[src/rtl/bae_pkg.sv]
`default_nettype none

package bae_pkg;

  // longest counted 0xff run before bytes are lost
  localparam int unsigned MaxOutstanding = 32;
  localparam int unsigned RunW = $clog2(MaxOutstanding + 1);

  // release command queue between front and back end
  localparam int unsigned QueueDepth = 4;
  localparam int unsigned QueuePtrW = $clog2(QueueDepth);
  localparam int unsigned QueueCntW = $clog2(QueueDepth + 1);

  // coder state after reset
  localparam logic [7:0]        RangeReset = 8'hff;
  localparam logic signed [4:0] QueueBitsReset = -5'sd9;

  // operation codes
  typedef enum logic {
    OP_ENCODE = 1'b0,
    OP_DRAIN  = 1'b1
  } op_e;

  // input transaction
  typedef struct packed {
    logic       operation;
    logic [7:0] prob;
    logic       bit_req;
  } in_t;

  // output transaction
  typedef struct packed {
    logic [7:0] out_byte;
    logic       last;
    logic       run_overflow;
  } out_t;

  // one release: optional held byte, then a run of fill bytes
  typedef struct packed {
    logic            held_en;
    logic [7:0]      held_byte;
    logic [RunW-1:0] run_len;
    logic            fill_ff;
    logic            ovf;
  } cmd_t;

endpackage

`default_nettype wire

[src/rtl/bae_fifo.sv]
`default_nettype none

module bae_fifo (
  input  wire             clk_i,
  input  wire             rst_ni,
  input  wire             push_i,
  input  bae_pkg::cmd_t   data_i,
  output logic            full_o,
  input  wire             pop_i,
  output logic            empty_o,
  output bae_pkg::cmd_t   data_o
);

  bae_pkg::cmd_t                       mem_q [bae_pkg::QueueDepth];
  logic [bae_pkg::QueuePtrW-1:0]       wr_ptr_q, wr_ptr_d;
  logic [bae_pkg::QueuePtrW-1:0]       rd_ptr_q, rd_ptr_d;
  logic [bae_pkg::QueueCntW-1:0]       count_q, count_d;

  assign full_o  = (count_q == bae_pkg::QueueCntW'(bae_pkg::QueueDepth));
  assign empty_o = (count_q == '0);
  assign data_o  = mem_q[rd_ptr_q];

  // pointer and fill count update
  always_comb begin
    wr_ptr_d = wr_ptr_q;
    rd_ptr_d = rd_ptr_q;
    count_d  = count_q;
    if (push_i) begin
      wr_ptr_d = wr_ptr_q + 1'b1;
    end
    if (pop_i) begin
      rd_ptr_d = rd_ptr_q + 1'b1;
    end
    if (push_i && !pop_i) begin
      count_d = count_q + 1'b1;
    end else if (!push_i && pop_i) begin
      count_d = count_q - 1'b1;
    end
  end

  always_ff @(posedge clk_i or negedge rst_ni) begin
    if (!rst_ni) begin
      wr_ptr_q <= '0;
      rd_ptr_q <= '0;
      count_q  <= '0;
    end else begin
      wr_ptr_q <= wr_ptr_d;
      rd_ptr_q <= rd_ptr_d;
      count_q  <= count_d;
    end
  end

  // storage
  always_ff @(posedge clk_i) begin
    if (push_i) begin
      mem_q[wr_ptr_q] <= data_i;
    end
  end

  // no overrun, no underrun, count within depth
  assert property (@(posedge clk_i) disable iff (!rst_ni) !(push_i && full_o))
    else $error("release queue written while full");
  assert property (@(posedge clk_i) disable iff (!rst_ni) !(pop_i && empty_o))
    else $error("release queue read while empty");
  assert property (@(posedge clk_i) disable iff (!rst_ni)
    count_q <= bae_pkg::QueueCntW'(bae_pkg::QueueDepth))
    else $error("release queue count out of range");
  assert property (@(posedge clk_i) disable iff (!rst_ni)
    (push_i && !pop_i) |=> !empty_o)
    else $error("release queue lost a pushed command");

endmodule

`default_nettype wire

[src/rtl/bae_front.sv]
`default_nettype none

module bae_front (
  input  wire             clk_i,
  input  wire             rst_ni,
  input  wire             in_valid_i,
  output logic            in_ready_o,
  input  bae_pkg::in_t    in_data_i,
  input  wire             q_full_i,
  output logic            push_o,
  output bae_pkg::cmd_t   cmd_o
);

  logic [23:0]                  low_q, low_d;
  logic [7:0]                   range_q, range_d;
  logic signed [4:0]            qbits_q, qbits_d;
  logic [bae_pkg::RunW-1:0]     count_q, count_d;
  logic [7:0]                   held_q, held_d;
  logic                         held_valid_q, held_valid_d;
  logic                         lost_q, lost_d;

  logic                         accept;
  logic                         has_cmd;
  logic [15:0]                  prod;
  logic [7:0]                   split;
  logic [23:0]                  low_sum;
  logic [7:0]                   rng;
  logic [2:0]                   shift;
  logic [23:0]                  low_sh;
  logic signed [4:0]            qsum;
  logic [2:0]                   q;
  logic [23:0]                  byte_word;
  logic [7:0]                   byte_val;
  logic                         carry;

  // leading zeros of a non-zero byte
  function automatic logic [2:0] lzc8(input logic [7:0] v);
    logic [2:0] n;
    n = 3'd0;
    for (int i = 0; i < 8; i++) begin
      if (v[i]) begin
        n = 3'(7 - i);
      end
    end
    return n;
  endfunction

  assign in_ready_o = !q_full_i;
  assign accept     = in_valid_i && in_ready_o;

  // interval split and renormalisation
  always_comb begin
    prod  = 16'(range_q - 8'd1) * 16'(in_data_i.prob);
    split = 8'd1 + prod[15:8];
    if (in_data_i.bit_req) begin
      low_sum = low_q + 24'(split);
      rng     = range_q - split;
    end else begin
      low_sum = low_q;
      rng     = split;
    end
    if (rng == 8'd0) begin
      rng = 8'd1;
    end
    shift     = lzc8(rng);
    low_sh    = low_sum << shift;
    qsum      = qbits_q + $signed({2'b00, shift});
    q         = qsum[2:0];
    byte_word = low_sh >> (5'(q) + 5'd10);
    byte_val  = byte_word[7:0];
    carry     = byte_word[8];
  end

  // state update and release command
  always_comb begin
    low_d        = low_q;
    range_d      = range_q;
    qbits_d      = qbits_q;
    count_d      = count_q;
    held_d       = held_q;
    held_valid_d = held_valid_q;
    lost_d       = lost_q;
    has_cmd      = 1'b0;
    cmd_o.held_en   = held_valid_q;
    cmd_o.held_byte = held_q;
    cmd_o.run_len   = count_q;
    cmd_o.fill_ff   = 1'b1;
    cmd_o.ovf       = lost_q;
    if (accept) begin
      case (bae_pkg::op_e'(in_data_i.operation))
        bae_pkg::OP_DRAIN: begin
          has_cmd      = held_valid_q || (count_q != '0);
          count_d      = '0;
          lost_d       = 1'b0;
          held_valid_d = 1'b0;
        end
        bae_pkg::OP_ENCODE: begin
          range_d = rng << shift;
          low_d   = low_sh;
          qbits_d = qsum;
          if (!qsum[4]) begin
            low_d   = low_sh & ((24'h400 << q) - 24'd1);
            qbits_d = qsum - 5'sd8;
            if (byte_val == 8'hff) begin
              if (count_q < bae_pkg::RunW'(bae_pkg::MaxOutstanding)) begin
                count_d = count_q + 1'b1;
              end else begin
                lost_d = 1'b1;
              end
            end else begin
              has_cmd         = held_valid_q || (count_q != '0);
              cmd_o.held_byte = held_q + 8'(carry);
              cmd_o.fill_ff   = !carry;
              count_d         = '0;
              lost_d          = 1'b0;
              held_d          = byte_val;
              held_valid_d    = 1'b1;
            end
          end
        end
        default: begin
          has_cmd = 1'b0;
        end
      endcase
    end
  end

  assign push_o = accept && has_cmd;

  always_ff @(posedge clk_i or negedge rst_ni) begin
    if (!rst_ni) begin
      low_q        <= '0;
      range_q      <= bae_pkg::RangeReset;
      qbits_q      <= bae_pkg::QueueBitsReset;
      count_q      <= '0;
      held_q       <= '0;
      held_valid_q <= 1'b0;
      lost_q       <= 1'b0;
    end else begin
      low_q        <= low_d;
      range_q      <= range_d;
      qbits_q      <= qbits_d;
      count_q      <= count_d;
      held_q       <= held_d;
      held_valid_q <= held_valid_d;
      lost_q       <= lost_d;
    end
  end

  // range stays normalised, bit queue in bounds, run never past bound
  assert property (@(posedge clk_i) disable iff (!rst_ni) range_q[7])
    else $error("range not normalised");
  assert property (@(posedge clk_i) disable iff (!rst_ni)
    (qbits_q >= -5'sd9) && (qbits_q <= -5'sd1))
    else $error("bit queue count out of range");
  assert property (@(posedge clk_i) disable iff (!rst_ni)
    count_q <= bae_pkg::RunW'(bae_pkg::MaxOutstanding))
    else $error("outstanding run past bound");
  assert property (@(posedge clk_i) disable iff (!rst_ni)
    lost_q |-> (count_q == bae_pkg::RunW'(bae_pkg::MaxOutstanding)))
    else $error("run overflow without full run");

endmodule

`default_nettype wire

[src/rtl/bae_back.sv]
`default_nettype none

module bae_back (
  input  wire             clk_i,
  input  wire             rst_ni,
  input  wire             q_empty_i,
  input  bae_pkg::cmd_t   cmd_i,
  output logic            pop_o,
  output logic            out_valid_o,
  input  wire             out_ready_i,
  output bae_pkg::out_t   out_data_o
);

  logic                         active_q, active_d;
  logic                         held_pend_q, held_pend_d;
  logic [7:0]                   held_q, held_d;
  logic [bae_pkg::RunW-1:0]     cnt_q, cnt_d;
  logic                         fill_ff_q, fill_ff_d;
  logic                         ovf_q, ovf_d;
  logic                         out_valid_q, out_valid_d;
  bae_pkg::out_t                out_q, out_d;
  logic                         slot_free;

  assign slot_free = !out_valid_q || out_ready_i;
  assign pop_o     = !active_q && !q_empty_i;

  // expand one release command into bytes, one a cycle while the output slot is free
  always_comb begin
    active_d    = active_q;
    held_pend_d = held_pend_q;
    held_d      = held_q;
    cnt_d       = cnt_q;
    fill_ff_d   = fill_ff_q;
    ovf_d       = ovf_q;
    out_valid_d = out_valid_q;
    out_d       = out_q;
    if (out_valid_q && out_ready_i) begin
      out_valid_d = 1'b0;
    end
    if (pop_o) begin
      active_d    = 1'b1;
      held_pend_d = cmd_i.held_en;
      held_d      = cmd_i.held_byte;
      cnt_d       = cmd_i.run_len;
      fill_ff_d   = cmd_i.fill_ff;
      ovf_d       = cmd_i.ovf;
    end else if (active_q && slot_free) begin
      out_valid_d        = 1'b1;
      out_d.run_overflow = ovf_q;
      if (held_pend_q) begin
        out_d.out_byte = held_q;
        out_d.last     = (cnt_q == '0);
        held_pend_d    = 1'b0;
        active_d       = (cnt_q != '0);
      end else begin
        out_d.out_byte = fill_ff_q ? 8'hff : 8'h00;
        out_d.last     = (cnt_q == bae_pkg::RunW'(1));
        cnt_d          = cnt_q - 1'b1;
        active_d       = (cnt_q != bae_pkg::RunW'(1));
      end
    end
  end

  always_ff @(posedge clk_i or negedge rst_ni) begin
    if (!rst_ni) begin
      active_q    <= 1'b0;
      held_pend_q <= 1'b0;
      cnt_q       <= '0;
      out_valid_q <= 1'b0;
    end else begin
      active_q    <= active_d;
      held_pend_q <= held_pend_d;
      cnt_q       <= cnt_d;
      out_valid_q <= out_valid_d;
    end
  end

  // payload
  always_ff @(posedge clk_i) begin
    held_q    <= held_d;
    fill_ff_q <= fill_ff_d;
    ovf_q     <= ovf_d;
    out_q     <= out_d;
  end

  assign out_valid_o = out_valid_q;
  assign out_data_o  = out_q;

  // an active command always has a byte left, a waiting byte holds still
  assert property (@(posedge clk_i) disable iff (!rst_ni)
    active_q |-> (held_pend_q || (cnt_q != '0)))
    else $error("active release with nothing to send");
  assert property (@(posedge clk_i) disable iff (!rst_ni)
    (out_valid_o && !out_ready_i) |=> (out_valid_o && $stable(out_data_o)))
    else $error("waiting output transaction changed");
  assert property (@(posedge clk_i) disable iff (!rst_ni)
    pop_o |=> active_q)
    else $error("popped command not loaded");

endmodule

`default_nettype wire

[src/rtl/boolean_arithmetic_encoder.sv]
// Boolean arithmetic (VP8 style) encoder. Each input transaction either codes one binary
// decision with an 8-bit probability of zero or drains the held byte and the outstanding
// 0xff run. The front end takes one transaction per cycle whenever the four-entry release
// queue has room; the split (one 8x8 multiply), renormalisation and byte extraction are
// done in that cycle. Releases go through the queue to the back end, which loads a release
// only once the previous one is sent and then emits its bytes one after another, each when
// the output slot is free; the back end's byte rate sets the sustained throughput when
// bytes are dense. last marks the final byte caused by a transaction, run_overflow marks
// every byte of a release whose 0xff run passed 32 bytes. A flush is 32 zero decisions
// at prob 128 followed by one drain. No clearing pass is needed after reset.
`default_nettype none

module boolean_arithmetic_encoder (
  input  wire             clk_i,
  input  wire             rst_ni,
  input  wire             in_valid_i,
  output logic            in_ready_o,
  input  bae_pkg::in_t    in_data_i,
  output logic            out_valid_o,
  input  wire             out_ready_i,
  output bae_pkg::out_t   out_data_o
);

  logic           push;
  logic           pop;
  logic           q_full;
  logic           q_empty;
  bae_pkg::cmd_t  cmd_in;
  bae_pkg::cmd_t  cmd_out;

  // decision coding and release generation
  bae_front u_front (
    .clk_i      (clk_i),
    .rst_ni     (rst_ni),
    .in_valid_i (in_valid_i),
    .in_ready_o (in_ready_o),
    .in_data_i  (in_data_i),
    .q_full_i   (q_full),
    .push_o     (push),
    .cmd_o      (cmd_in)
  );

  // release queue
  bae_fifo u_fifo (
    .clk_i   (clk_i),
    .rst_ni  (rst_ni),
    .push_i  (push),
    .data_i  (cmd_in),
    .full_o  (q_full),
    .pop_i   (pop),
    .empty_o (q_empty),
    .data_o  (cmd_out)
  );

  // byte output
  bae_back u_back (
    .clk_i       (clk_i),
    .rst_ni      (rst_ni),
    .q_empty_i   (q_empty),
    .cmd_i       (cmd_out),
    .pop_o       (pop),
    .out_valid_o (out_valid_o),
    .out_ready_i (out_ready_i),
    .out_data_o  (out_data_o)
  );

endmodule

`default_nettype wire

[config.mk]
export PLATFORM = sky130hd
export DESIGN_NAME = boolean_arithmetic_encoder
export DESIGN_NICKNAME = d
export VERILOG_FILES = /design/src/rtl/bae_pkg.sv /design/src/rtl/bae_fifo.sv /design/src/rtl/bae_front.sv /design/src/rtl/bae_back.sv /design/src/rtl/boolean_arithmetic_encoder.sv
export SDC_FILE = /design/constraint.sdc
export NUM_CORES = 1
export LEC_CHECK = 0
export ABC_AREA = 1
export ABC_CLOCK_PERIOD_IN_PS = 12000
export BUFFER_PORTS_ARGS = -buffer_cell sky130_fd_sc_hd__buf_2
export CORE_ASPECT_RATIO = 0.6
export CORE_MARGIN = 8
export CORE_UTILIZATION = 40
export CTS_BUF_LIST = sky130_fd_sc_hd__clkbuf_16
export CTS_CLUSTER_DIAMETER = 80
export DETAILED_ROUTE_END_ITERATION = 8
export PLACE_DENSITY = 0.6
export SKIP_CTS_REPAIR_TIMING = 1
export SLEW_MARGIN = 20
export SYNTH_ARGS = -nofsm -noshare
export SYNTH_HDL_FRONTEND = slang
export SYNTH_SLANG_ARGS = --single-unit
[constraint.sdc]
create_clock -name clk_i -period 12 [get_ports clk_i]
set_input_delay 2.4 -clock clk_i [delete_from_list [all_inputs] [get_ports clk_i]]
set_output_delay 2.4 -clock clk_i [all_outputs]
set_load 0.05 [all_outputs]
**Word-level counts from Yosys, hierarchy flattened**

Memory sizes are Yosys's and may differ from the RTL's.
Index checks and enable logic that the tools add are counted.

- Reduce and logical (&&, ||, !) cells: 30
- Equality and inequality tests: 9
- Add/sub/neg operators: 15
- $mul: 1
- $lt $le $gt $ge: 1
- Bitwise gates (word level): 5
- Shift operators: 4
- Muxes and demuxes: 53
- Divide/modulo/power cells: 0

Operator list:

| operator | count |
|---|---|
| $mux W8 | 7 |
| $mux W24 | 2 |
| $mux W6 | 6 |
| $mux W3 | 10 |
| $add A24 B8 Y24 | 1 |
| $and A24 B24 Y24 | 1 |
| $shl A11 B3 Y24 const A | 1 |
| $shl A24 B3 Y24 | 1 |
| $shr A24 B5 Y9 | 1 |
| $sub A24 B1 Y24 const B | 1 |
| $mux W1 | 22 |
| $mul A16 B8 Y16 | 1 |
| $pmux W6 S2 | 1 |
| $reduce_bool A6 Y1 | 2 |
| $mux W9 | 1 |
| $reduce_and A3 Y1 | 3 |
| $sub A8 B1 Y9 const B | 1 |
| $add A1 B8 Y8 const A | 1 |
| $add A8 B1 Y8 | 1 |
| $eq A8 B8 Y1 const B | 1 |
| $logic_not A8 Y1 | 1 |
| $shl A8 B3 Y8 | 1 |
| $sub A8 B8 Y8 | 1 |
| $logic_and A1 B1 Y1 | 7 |
| other kinds (24) | 43 |

- RAM bits: 68
- Memories kept: 1
- Bits of input ports: 14
- Output and inout port bits: 12
- Bits in latches: 0
- Memory bits (read-only): 0
- Bits in registers: 89

Memory list:

| name | depth | width | read ports | clocked after Yosys merged registers in | wr ports | line | text |
|---|---|---|---|---|---|---|---|
| u_fifo.mem_q | 4 | 17 | 1 | 0 | 1 | bae_fifo.sv:14 | `bae_pkg::cmd_t mem_q [bae_pkg::QueueDepth];` |

**Depth between registers and ports, before layout**

Gate-level depths: netlist (run 1).

- Depth in word-level cells: 28
- Mapped depth: 75

**By module**

From an unflattened synthesis (run 1), not the netlist that was laid out.

- Cells, all modules: 1589
- Area total of the unflattened synthesis: 12699.7 um^2

By module, submodules not included:

| module | area an instance (um^2) | instances | cells each | sequential area each (um^2) |
|---|---|---|---|---|
| bae_front | 8276.7 | 1 | 1221 | 1341.3 |
| bae_fifo | 3164.3 | 1 | 246 | 2217.1 |
| bae_back | 1258.7 | 1 | 122 | 825.8 |

**Worst setup path before layout (run 1)**

Ideal clock, no wire load.

- Kind: input to register
- Start point: input in_data_i[6] (netlist bit)
- End point: register u_fifo.count_q[1] (netlist bit)
- Data arrival time: 11208 ps
- Path buffers: 3
- Setup time: 123 ps
- Stages on the path: 64
- Slack: 669 ps
- Cells stage by stage: clkinv_1 -> or2_2 -> fa_1 -> fa_1 -> inv_1 -> fa_1 -> inv_1 -> fa_1 -> inv_1 -> ha_1 -> nand2_1 -> nor2_1 -> nand4_1 -> nand2_1 -> nand2_1 -> nand2_1 -> inv_2 -> ha_1 -> [... 28 more ...] -> nand2_2 -> inv_2 -> buf_2 -> nor2_1 -> nand3_1 -> nand2_1 -> inv_1 -> nand2_1 -> nand2_2 -> nor2_4 -> nand3b_2 -> nand3_2 -> inv_2 -> ha_1 -> inv_1 -> fa_1 -> nor2_1 -> a21oi_1

- Elaborated cells on any way between the ends: 31
- Those cells by class: add/sub: 5; mul: 1; eq/ne: 1; shift: 2; mux: 16; reduce/logical: 6

RTL lines:

| what | line | text |
|---|---|---|
| start: declaration | boolean_arithmetic_encoder.sv:18 | `input bae_pkg::in_t in_data_i,` |
| $mul A16 B8 Y16 * | bae_front.sv:53 | `prod = 16'(range_q - 8'd1) * 16'(in_data_i.prob);` |
| $add A1 B8 Y8 * | bae_front.sv:54 | `split = 8'd1 + prod[15:8];` |
| $sub A8 B8 Y8 | bae_front.sv:57 | `rng = range_q - split;` |
| $mux W8 | bae_front.sv:55 | `if (in_data_i.bit_req) begin` |
| $logic_not A8 Y1 | bae_front.sv:62 | `if (rng == 8'd0) begin` |
| $mux W8 | bae_front.sv:62 |  |
| $mux W3 (8 in series) | bae_front.sv:41 | `if (v[i]) begin` |
| $add A5 B4 Y5 | bae_front.sv:67 | `qsum = qbits_q + $signed({2'b00, shift});` |
| [... 4 more ...] | - |  |
| $mux W1 * | bae_front.sv:101 | `if (!qsum[4]) begin` |
| $pmux W1 S2 * | bae_front.sv:90 | `case (bae_pkg::op_e'(in_data_i.operation))` |
| $mux W1 * | bae_front.sv:89 | `if (accept) begin` |
| $logic_and A1 B1 Y1 * | bae_front.sv:128 | `assign push_o = accept && has_cmd;` |
| named net push | boolean_arithmetic_encoder.sv:24 | `logic push;` |
| $logic_and A1 B1 Y1 * | bae_fifo.sv:34 | `if (push_i && !pop_i) begin` |
| $mux W3 * | bae_fifo.sv:34 |  |
| named net u_fifo.count_d, one bit | bae_fifo.sv:17 | `logic [bae_pkg::QueueCntW-1:0] count_q, count_d;` |
| end signal: assignment | bae_fifo.sv:49 | `count_q <= count_d;` |
| end: declaration | bae_fifo.sv:17 |  |

Mark *: on every way through the listed nets, which the timed path passes. The rest lies on a longest branch.
A chain may end at the register's enable or synchronous reset.

**Worst setup path after layout (run 1)**

- Start point: input in_data_i[6] (netlist bit)
- End point: register u_fifo.count_q[1] (netlist bit)

- Elaborated cells on any way between the ends: 31
- Those cells by class: add/sub: 5; mul: 1; eq/ne: 1; shift: 2; mux: 16; reduce/logical: 6

RTL lines:

| what | line | text |
|---|---|---|
| $mul A16 B8 Y16 * | bae_front.sv:53 |  |
| $add A1 B8 Y8 * | bae_front.sv:54 |  |
| $sub A8 B8 Y8 | bae_front.sv:57 |  |
| $mux W8 * | bae_front.sv:55 |  |
| $logic_not A8 Y1 | bae_front.sv:62 |  |
| $mux W8 * | bae_front.sv:62 |  |
| $mux W3 (7 in series) | bae_front.sv:41 |  |
| $mux W3 * | bae_front.sv:41 |  |
| [... 1 more ...] | - |  |
| named net u_front.qsum[1] | bae_front.sv:30 | `logic signed [4:0] qsum;` |
| [... 4 more ...] | - |  |
| $mux W1 * | bae_front.sv:101 |  |
| $pmux W1 S2 * | bae_front.sv:90 |  |
| $mux W1 * | bae_front.sv:89 |  |
| $logic_and A1 B1 Y1 * | bae_front.sv:128 |  |
| named net push | boolean_arithmetic_encoder.sv:24 |  |
| $logic_and A1 B1 Y1 * | bae_fifo.sv:34 |  |
| $mux W3 * | bae_fifo.sv:34 |  |
| named net u_fifo.count_d, one bit | bae_fifo.sv:17 |  |

Marked as above.

==> out/metrics.yaml, run 1 <==
critical_path:
  critPathSlowestCell: "fa_1"
  cp-end-kind: "register"
  required_ns: 12.31
  cpMostUsedCell: "nand2_1"
  path_class: "input pin to register"
  crit_arrival_ns: 11.64
  critPathMaxFanout: 9
  critPathMaxStageDelay_ns: 0.56
  r2r-end: "u_fifo.count_q[1]"
  reg2reg_depth: 64
  worstReg2RegStart: "u_front.range_q[0]"
  cp-start-kind: "input pin"
  r2r_setup_slack_ns: 1.18
  startpoint: "in_data_i[6]"
synthesis:
  ys_seq_elements: 157
  synth_ff_type: "edfxtp_1"
  synth_top_family_by_area: "simple AND/OR/NAND/NOR gates"
  avgSynthCellArea_um2: 7.904
  syn-num-nets: 1681
  synthDistinctLibCells: 52
  synth_simple_gate_area_share_pct: 27.36
  synthAdderAreaFrac_pct: 15.01
  yosysMostFrequentCell: "nand2_1"
  netlist_area_um2: 12290
  synthCells: 1555
  synth_compound_area_share_pct: 9.223
  ys_warn_count: 0
  synthTopCellsByCount: "nand2_1 (352), inv_1 (212), nand3_1 (174), nor2_1 (148), o21ai_0 (94)"
  yosysTopAreaCellShare_pct: 21.50
  async_flop_share_pct: 43.95
  yosysSeqAreaShare_pct: 35.67
  synth-edff-count: 88
  synthXorXnorAreaFrac_pct: 3.695
  netlist.top_cell.by_area: "edfxtp_1"
  synth_area_leaders: "edfxtp_1 (22%), dfrtp_1 (12%), nand2_1 (11%)"
  synthMuxAreaShare_pct: 0.08144
cts:
  path_clk_slew_ns: 0.07
  clockBufferDepth: 2
  root_buffer: "clkbuf_16"
  cts_sinks: 157
  clock_latency_ns: 0.44
  cts_tree: "built"
  cts_buffers: 17
  h-tree-depth: 4
detailed_routing:
  vias: 10640
  wirelength_um: 34010
  drcViolationCount: 0
  ant_nets: 0
  drt_iter0_markers: 1183
  firstDrtPassIters: 6
  vias_per_cell: 5.300
  wl_per_cell_um: 16.94
sta:
  slew_headroom_pct: 29.97
  fin_crit_ns: 11.33
  setup_viol: 0
  drv_slew: 0
  fin_skew_ns: 0.01083
  worst_pin_slew_ns: 1.049
  fmax_ghz: 0.08828
  finalHoldViolCount: 0
  final.period_utilization_pct: 94.39
grt:
  overflow: 0
  grt_pass1_wl_um: 54870
  antenna_found_initial: 0
  globalRouteMet3Util_pct: 5.602
  grt_max_degree: 62
  grt.met2_usage_pct: 22.85
  grt_util_met1_pct: 30.89
  grt.busiest_layer: "met1"
  grt_use_total_pct: 18.75
  first_global_vias: 9783
cells_and_area:
  nNetsFinal: 1713
  drive_gt1_share_pct: 11.75
  syn_to_final_growth_pct: 11.17
  fillers: 2920
  postLayoutCellArea_um2: 13660
  antenna_cells: 0
  fin_util_pct: 45.39
placed_design:
  gp_congestion: 0.8975
  place_area_um2: 12960
  hpwlAfterDp_um: 25810
  io_buffers: 25
worst_hold_path:
  hp-start: "u_back.ovf_q"
  min_path_cells: 0
  hold_path.class: "register to register"
  whs_endpoint: "u_back.out_data_o[0]"
die:
  start_util_pct: 40.83
  die_area_um2: 36780
  std_cell_rows: 49
  die_h_um: 151.8
  die_width_um: 242.3
  coreArea_um2: 30100
  pin_count: 26
flow_run:
  cap_violations: 0
outcome:
  status: "finished clean"
[worst max-delay path by stage]
| stage | to | slack, ns | depth (start not counted) |
|---|---|---|---|
| global placement | u_fifo.mem_q[2][15] | 0.29 | 54 |
| CTS | u_fifo.count_q[2] | 0.45 | 61 |
| floorplan | u_fifo.count_q[1] | 0.67 | 64 |
| global route | u_fifo.count_q[2] | -0.09 | 61 |
| finish | u_fifo.count_q[1] | 0.67 | 62 |
| detailed placement | u_fifo.count_q[2] | 0.03 | 61 |
[state kept, by name, summed over array words and instances, names as in the netlist, 2 cells and up]
register / count
u_fifo.mem_q: 68
u_front.low_q: 24
u_back.out_data_o: 10
u_back.held_q: 8
u_front.held_q: 8
u_front.range_q: 8
u_back.cnt_q: 6
u_front.count_q: 6
u_front.qbits_q: 5
u_fifo.count_q: 3
u_fifo.rd_ptr_q: 2
u_fifo.wr_ptr_q: 2
[routing by layer]
metal  part of all wire [%]  up-vias
li1                       -     5126
met1                     53     5019
met2                     35      467
met3                     11       30
met4                   0.76        0
met5                      0        -
[placed cells by master, fill, tap and decap left out, types with 7 or more instances in the layout]
cell         n
nand2_1    351
inv_1      214
nand3_1    172
nor2_1     145
o21ai_0     94
edfxtp_1    88
fa_1        59
dfrtp_1     57
ha_1        53
xor2_1      40
buf_4       31
o22ai_1     26
a21oi_1     24
buf_2       24
inv_2       17
nand2_2     17
clkbuf_16   17
dfstp_2     12
nand4_1     10
nor3_1      10
nand3_2     10
xnor2_1     10
o221ai_1     9
clkinv_1     8
nor2_2       8
nand2_4      7
nand3b_1     7
o21ai_1      7
[logic make-up after synthesis]
group	Yosys count
buffers and inverters	282
and+or+nand+nor	759
AOI/OAI and AO/OA	193
xor gates and xnor gates	51
adders and majority gates	112
muxes	1
DFF	157
[area by class of cell]
type / instances / area [µm²] / area share (%)
timing repair buffer: 57 / 384.1 / 2.811
tap: 408 / 510.5 / 3.736
clock buffer: 17 / 425.4 / 3.114
inverter: 238 / 895.9 / 6.557
sequential: 157 / 4384 / 32.09
multi-input combinational: 1116 / 6878 / 50.34
clock inverter: 15 / 185.2 / 1.355
[stage by stage]
stage / hold WS, ns / cells / setup slack (ns) / setup TNS (ns)
finish: 0.4214 / 2008 / 0.6728 / 0
global route: 0.4410 / 2008 / -0.09499 / -0.1183
CTS: 0.4240 / 2005 / 0.4527 / 0
detailed placement: 0.4215 / 1973 / 0.02818 / 0
global placement: 0.4025 / 1973 / 0.2861 / 0
floorplan: 0.4003 / 1555 / 0.6687 / 0
[worst max-delay path, delay by kind of cell]
| kind | cells | cell delay, ns |
|---|---|---|
| compound gates | 4 | 0.58 |
| simple gates | 36 | 3.68 |
| buf+inv | 11 | 0.89 |
| fa+ha+maj | 11 | 4.08 |
Power of run 1 is not shown: default switching activity piles up to over one toggle a cycle in this logic, so the estimate is an artifact.
==> run 2, diff against run 1 <==
Settings changed: ABC_AREA 1 to unset, CORE_UTILIZATION 40 to 41, PLACE_DENSITY 0.6 to 0.61, SYNTH_HIERARCHICAL set to 1.
==> run 2 against run 1 <==
Net effect: hold slack gained 0.038 ns; largest cell class unchanged; maximum frequency shrank 3.4%; global-route usage grew 1.4 points; utilization grew 6.2 points; cell area grew 17%; non-clock buffer count grew 182; setup slack lost 0.39 ns; synthesized area grew 4.0%; sequential share of layout area shrank 4.6 points.
==> out/metrics.yaml, run 2 <==
cts:
  h-tree-depth: 4  # unchanged
  cts_tree: "built"
  path_clk_slew_ns: 0.07  # about the same
  root_buffer: "clkbuf_16"
  clock_latency_ns: 0.44  # about the same
  cts_buffers: 17  # unchanged
  cts_sinks: 157  # unchanged
  clockBufferDepth: 2  # unchanged
critical_path:
  cp-end-kind: "register"
  crit_arrival_ns: 12.04  # +0.40 ns
  required_ns: 12.32  # about the same
  cp-start-kind: "input pin"
  critPathMaxFanout: 6  # -3
  path_class: "input pin to register"
  critPathSlowestCell: "fa_1"
  critPathMaxStageDelay_ns: 0.55  # about the same
  cpMostUsedCell: "fa_1"
detailed_routing:
  met2_length_um: 13850  # +17%
  vias: 10830  # +1.8%
  ant_nets: 0  # unchanged
  met3_length_um: 3678  # -2.3%
  wirelength_um: 37900  # +11%
  maxUsedRoutingLayer: "met4"
  drt-met1-wl_um: 20140  # +11%
  firstDrtPassIters: 5  # -1
  drcViolationCount: 0  # unchanged
  vias_per_cell: 5.622  # +6.1%
  drt_iter0_markers: 1148  # -3.0%
  wl_per_cell_um: 19.67  # +16%
grt:
  grt_max_degree: 62  # unchanged
  grt_pass1_wl_um: 59480  # +8.4%
  overflow: 0  # unchanged
  antenna_found_initial: 0  # unchanged
  grt_use_total_pct: 20.14  # +1.4 points
  first_global_vias: 10280  # +5.1%
sta:
  worst_pin_slew_ns: 1.036  # -0.01287 ns
  setup_viol: 0  # unchanged
  fmax_ghz: 0.08532  # -3.4%
  fin_crit_ns: 11.72  # +0.3932 ns
  drv_slew: 0  # unchanged
  fin_ws_ns: 0.2796  # -0.3932 ns
  fin_skew_ns: 0.01714  # +0.006309 ns
  final.period_utilization_pct: 97.67  # +3.3 points
  finalHoldViolCount: 0  # unchanged
  slew_headroom_pct: 30.38  # +0.40 points
synthesis:
  synth_ff_type: "edfxtp_1"
  synth_compound_area_share_pct: 16.48  # +7.3 points
  synthMuxAreaShare_pct: 6.188  # +6.1 points
  synthCells: 1295  # -17%
  netlist.top_cell.by_area: "edfxtp_1"
  ys_warn_count: 6  # +6
  avgSynthCellArea_um2: 9.869  # +25%
  syn-num-nets: 1425  # -15%
  synthDistinctLibCells: 107  # +110%
  netlist_area_um2: 12780  # +4.0%
  synthTopCellsByCount: "nand2_1 (155), inv_1 (101), edfxtp_1 (88), nor2_1 (77), o21ai_0 (61)"
  yosysMostFrequentCell: "nand2_1"
  synth_area_leaders: "edfxtp_1 (21%), dfrtp_1 (11%), fa_1 (9.1%)"
  synth_simple_gate_area_share_pct: 17.01  # -10 points
  yosysSeqAreaShare_pct: 34.31  # -1.4 points
  ys_seq_elements: 157  # unchanged
  synthXorXnorAreaFrac_pct: 5.884  # +2.2 points
  async_flop_share_pct: 43.95  # unchanged
  synthAdderAreaFrac_pct: 14.76  # -0.24 points
  synth-edff-count: 88  # unchanged
  yosysTopAreaCellShare_pct: 20.68  # -0.82 points
  synth_top_family_by_area: "simple AND/OR/NAND/NOR gates"
cells_and_area:
  regMostFlops: "u_fifo/mem_q"
  largest_register_ffs: 68  # unchanged
  layout_common_cells: "buf_4 (209), nand2_1 (150), inv_1 (97), edfxtp_1 (88), nor2_1 (70)"
  regArea_um2: 4385  # about the same
  syn_to_final_growth_pct: 24.79
  fillers: 2774  # -5.0%
  nNetsFinal: 1628  # -5.0%
  final_common_cell: "buf_4"
  antenna_cells: 0  # unchanged
  drive_gt1_share_pct: 27.93  # +16 points
  multi_input_area_um2: 8287  # +20%
placed_design:
  gp_congestion: 1.037  # +16%
  io_buffers: 25  # unchanged
  pre_cts_slack_ns: -0.3506  # -0.3788 ns
  hpwlAfterDp_um: 29250  # +13%
die:
  std_cell_rows: 50  # +2.0%
  die_area_um2: 37260  # +1.3%
  coreArea_um2: 30900  # +2.7%
  pin_count: 26  # unchanged
  die_h_um: 152.8  # +0.64%
  die_width_um: 243.9  # +0.67%
  start_util_pct: 41.35  # +0.52 points
worst_hold_path:
  hold_path.class: "register to register"
flow_run:
  cap_violations: 0  # unchanged
outcome:
  status: "finished clean"
==> run 2: cell types whose count changed after synthesis, sizes merged, moves of 26 or more <==
cell | before | now
inv | 230 | 102
nand3 | 182 | 39
a21oi | 27 | 53
and2 | 1 | 33
nor2 | 156 | 79
xnor2 | 10 | 44
nand2 | 375 | 157
o21ai | 107 | 70
==> run 2: cells by family after synthesis <==
group,Yosys count
and+or+nand+nor,440
AOI/OAI and AO/OA,296
buffers and inverters,159
DFF,157
adders and majority gates,116
xor gates and xnor gates,78
muxes,49
==> run 2: cell type report <==
| class | instances | area share (%) |
|---|---|---|
| Clock buffer | 17 | 2.668 |
| Clock inverter | 15 | 0.8630 |
| Inverter | 103 | 2.456 |
| Multi-Input combinational cell | 980 | 51.96 |
| Sequential cell | 157 | 27.50 |
| Tap cell | 416 | 3.264 |
| Timing Repair Buffer | 239 | 11.29 |
==> run 2: metal layers <==
metal	global-route usage (%)	vias up
li1	-	5102
met1	33.64	5274
met2	24.22	435
met3	6.092	23
met4	3.479	0
met5	0	-
==> run 2: critical path: cells and delay by family <==
kind	cells	cell delay, ns
muxes	3	0.98
buffers and inverters	10	1.12
and+or+nand+nor	11	1.48
AOI/OAI and AO/OA	9	2.37
adders and majority gates	8	3.25
xor gates and xnor gates	2	0.43
==> run 2: metrics by stage <==
| step | util, % | TNS, ns | instances | hold WS (ns) | instance area [µm²] |
|---|---|---|---|---|---|
| 2_1_floorplan | - | -0.1185 | 1295 | 0.4003 | 13100 |
| 3_3_place_gp | 48.40 | -6.140 | 1883 | 0.4096 | 14960 |
| 3_5_place_dp | 48.40 | -8.931 | 1883 | 0.4367 | 14960 |
| 4_1_cts | 50.22 | 0 | 1915 | 0.4529 | 15520 |
| 5_1_grt | 51.60 | -0.1470 | 1927 | 0.4644 | 15950 |
| 6_report | 51.60 | 0 | 1927 | 0.4596 | 15950 |
==> run 2: final timing paths <==
path,from,to,slack [ns],cells past startpoint
setup reg to reg,u_front/range_q[0],u_fifo/count_q[1],0.71,47
min in group asynchronous,rst_ni,u_back/out_valid_o,1.77,1
max in group asynchronous,rst_ni,u_front/low_q[13],9.13,2
hold reg to reg,u_back/ovf_q,u_back/out_data_o[0],0.46,0
hold / removal,u_back/ovf_q,u_back/out_data_o[0],0.46,0
setup / recovery,in_data_i[6],u_fifo/count_q[1],0.28,43
Power of run 2 is left out for the same reason.
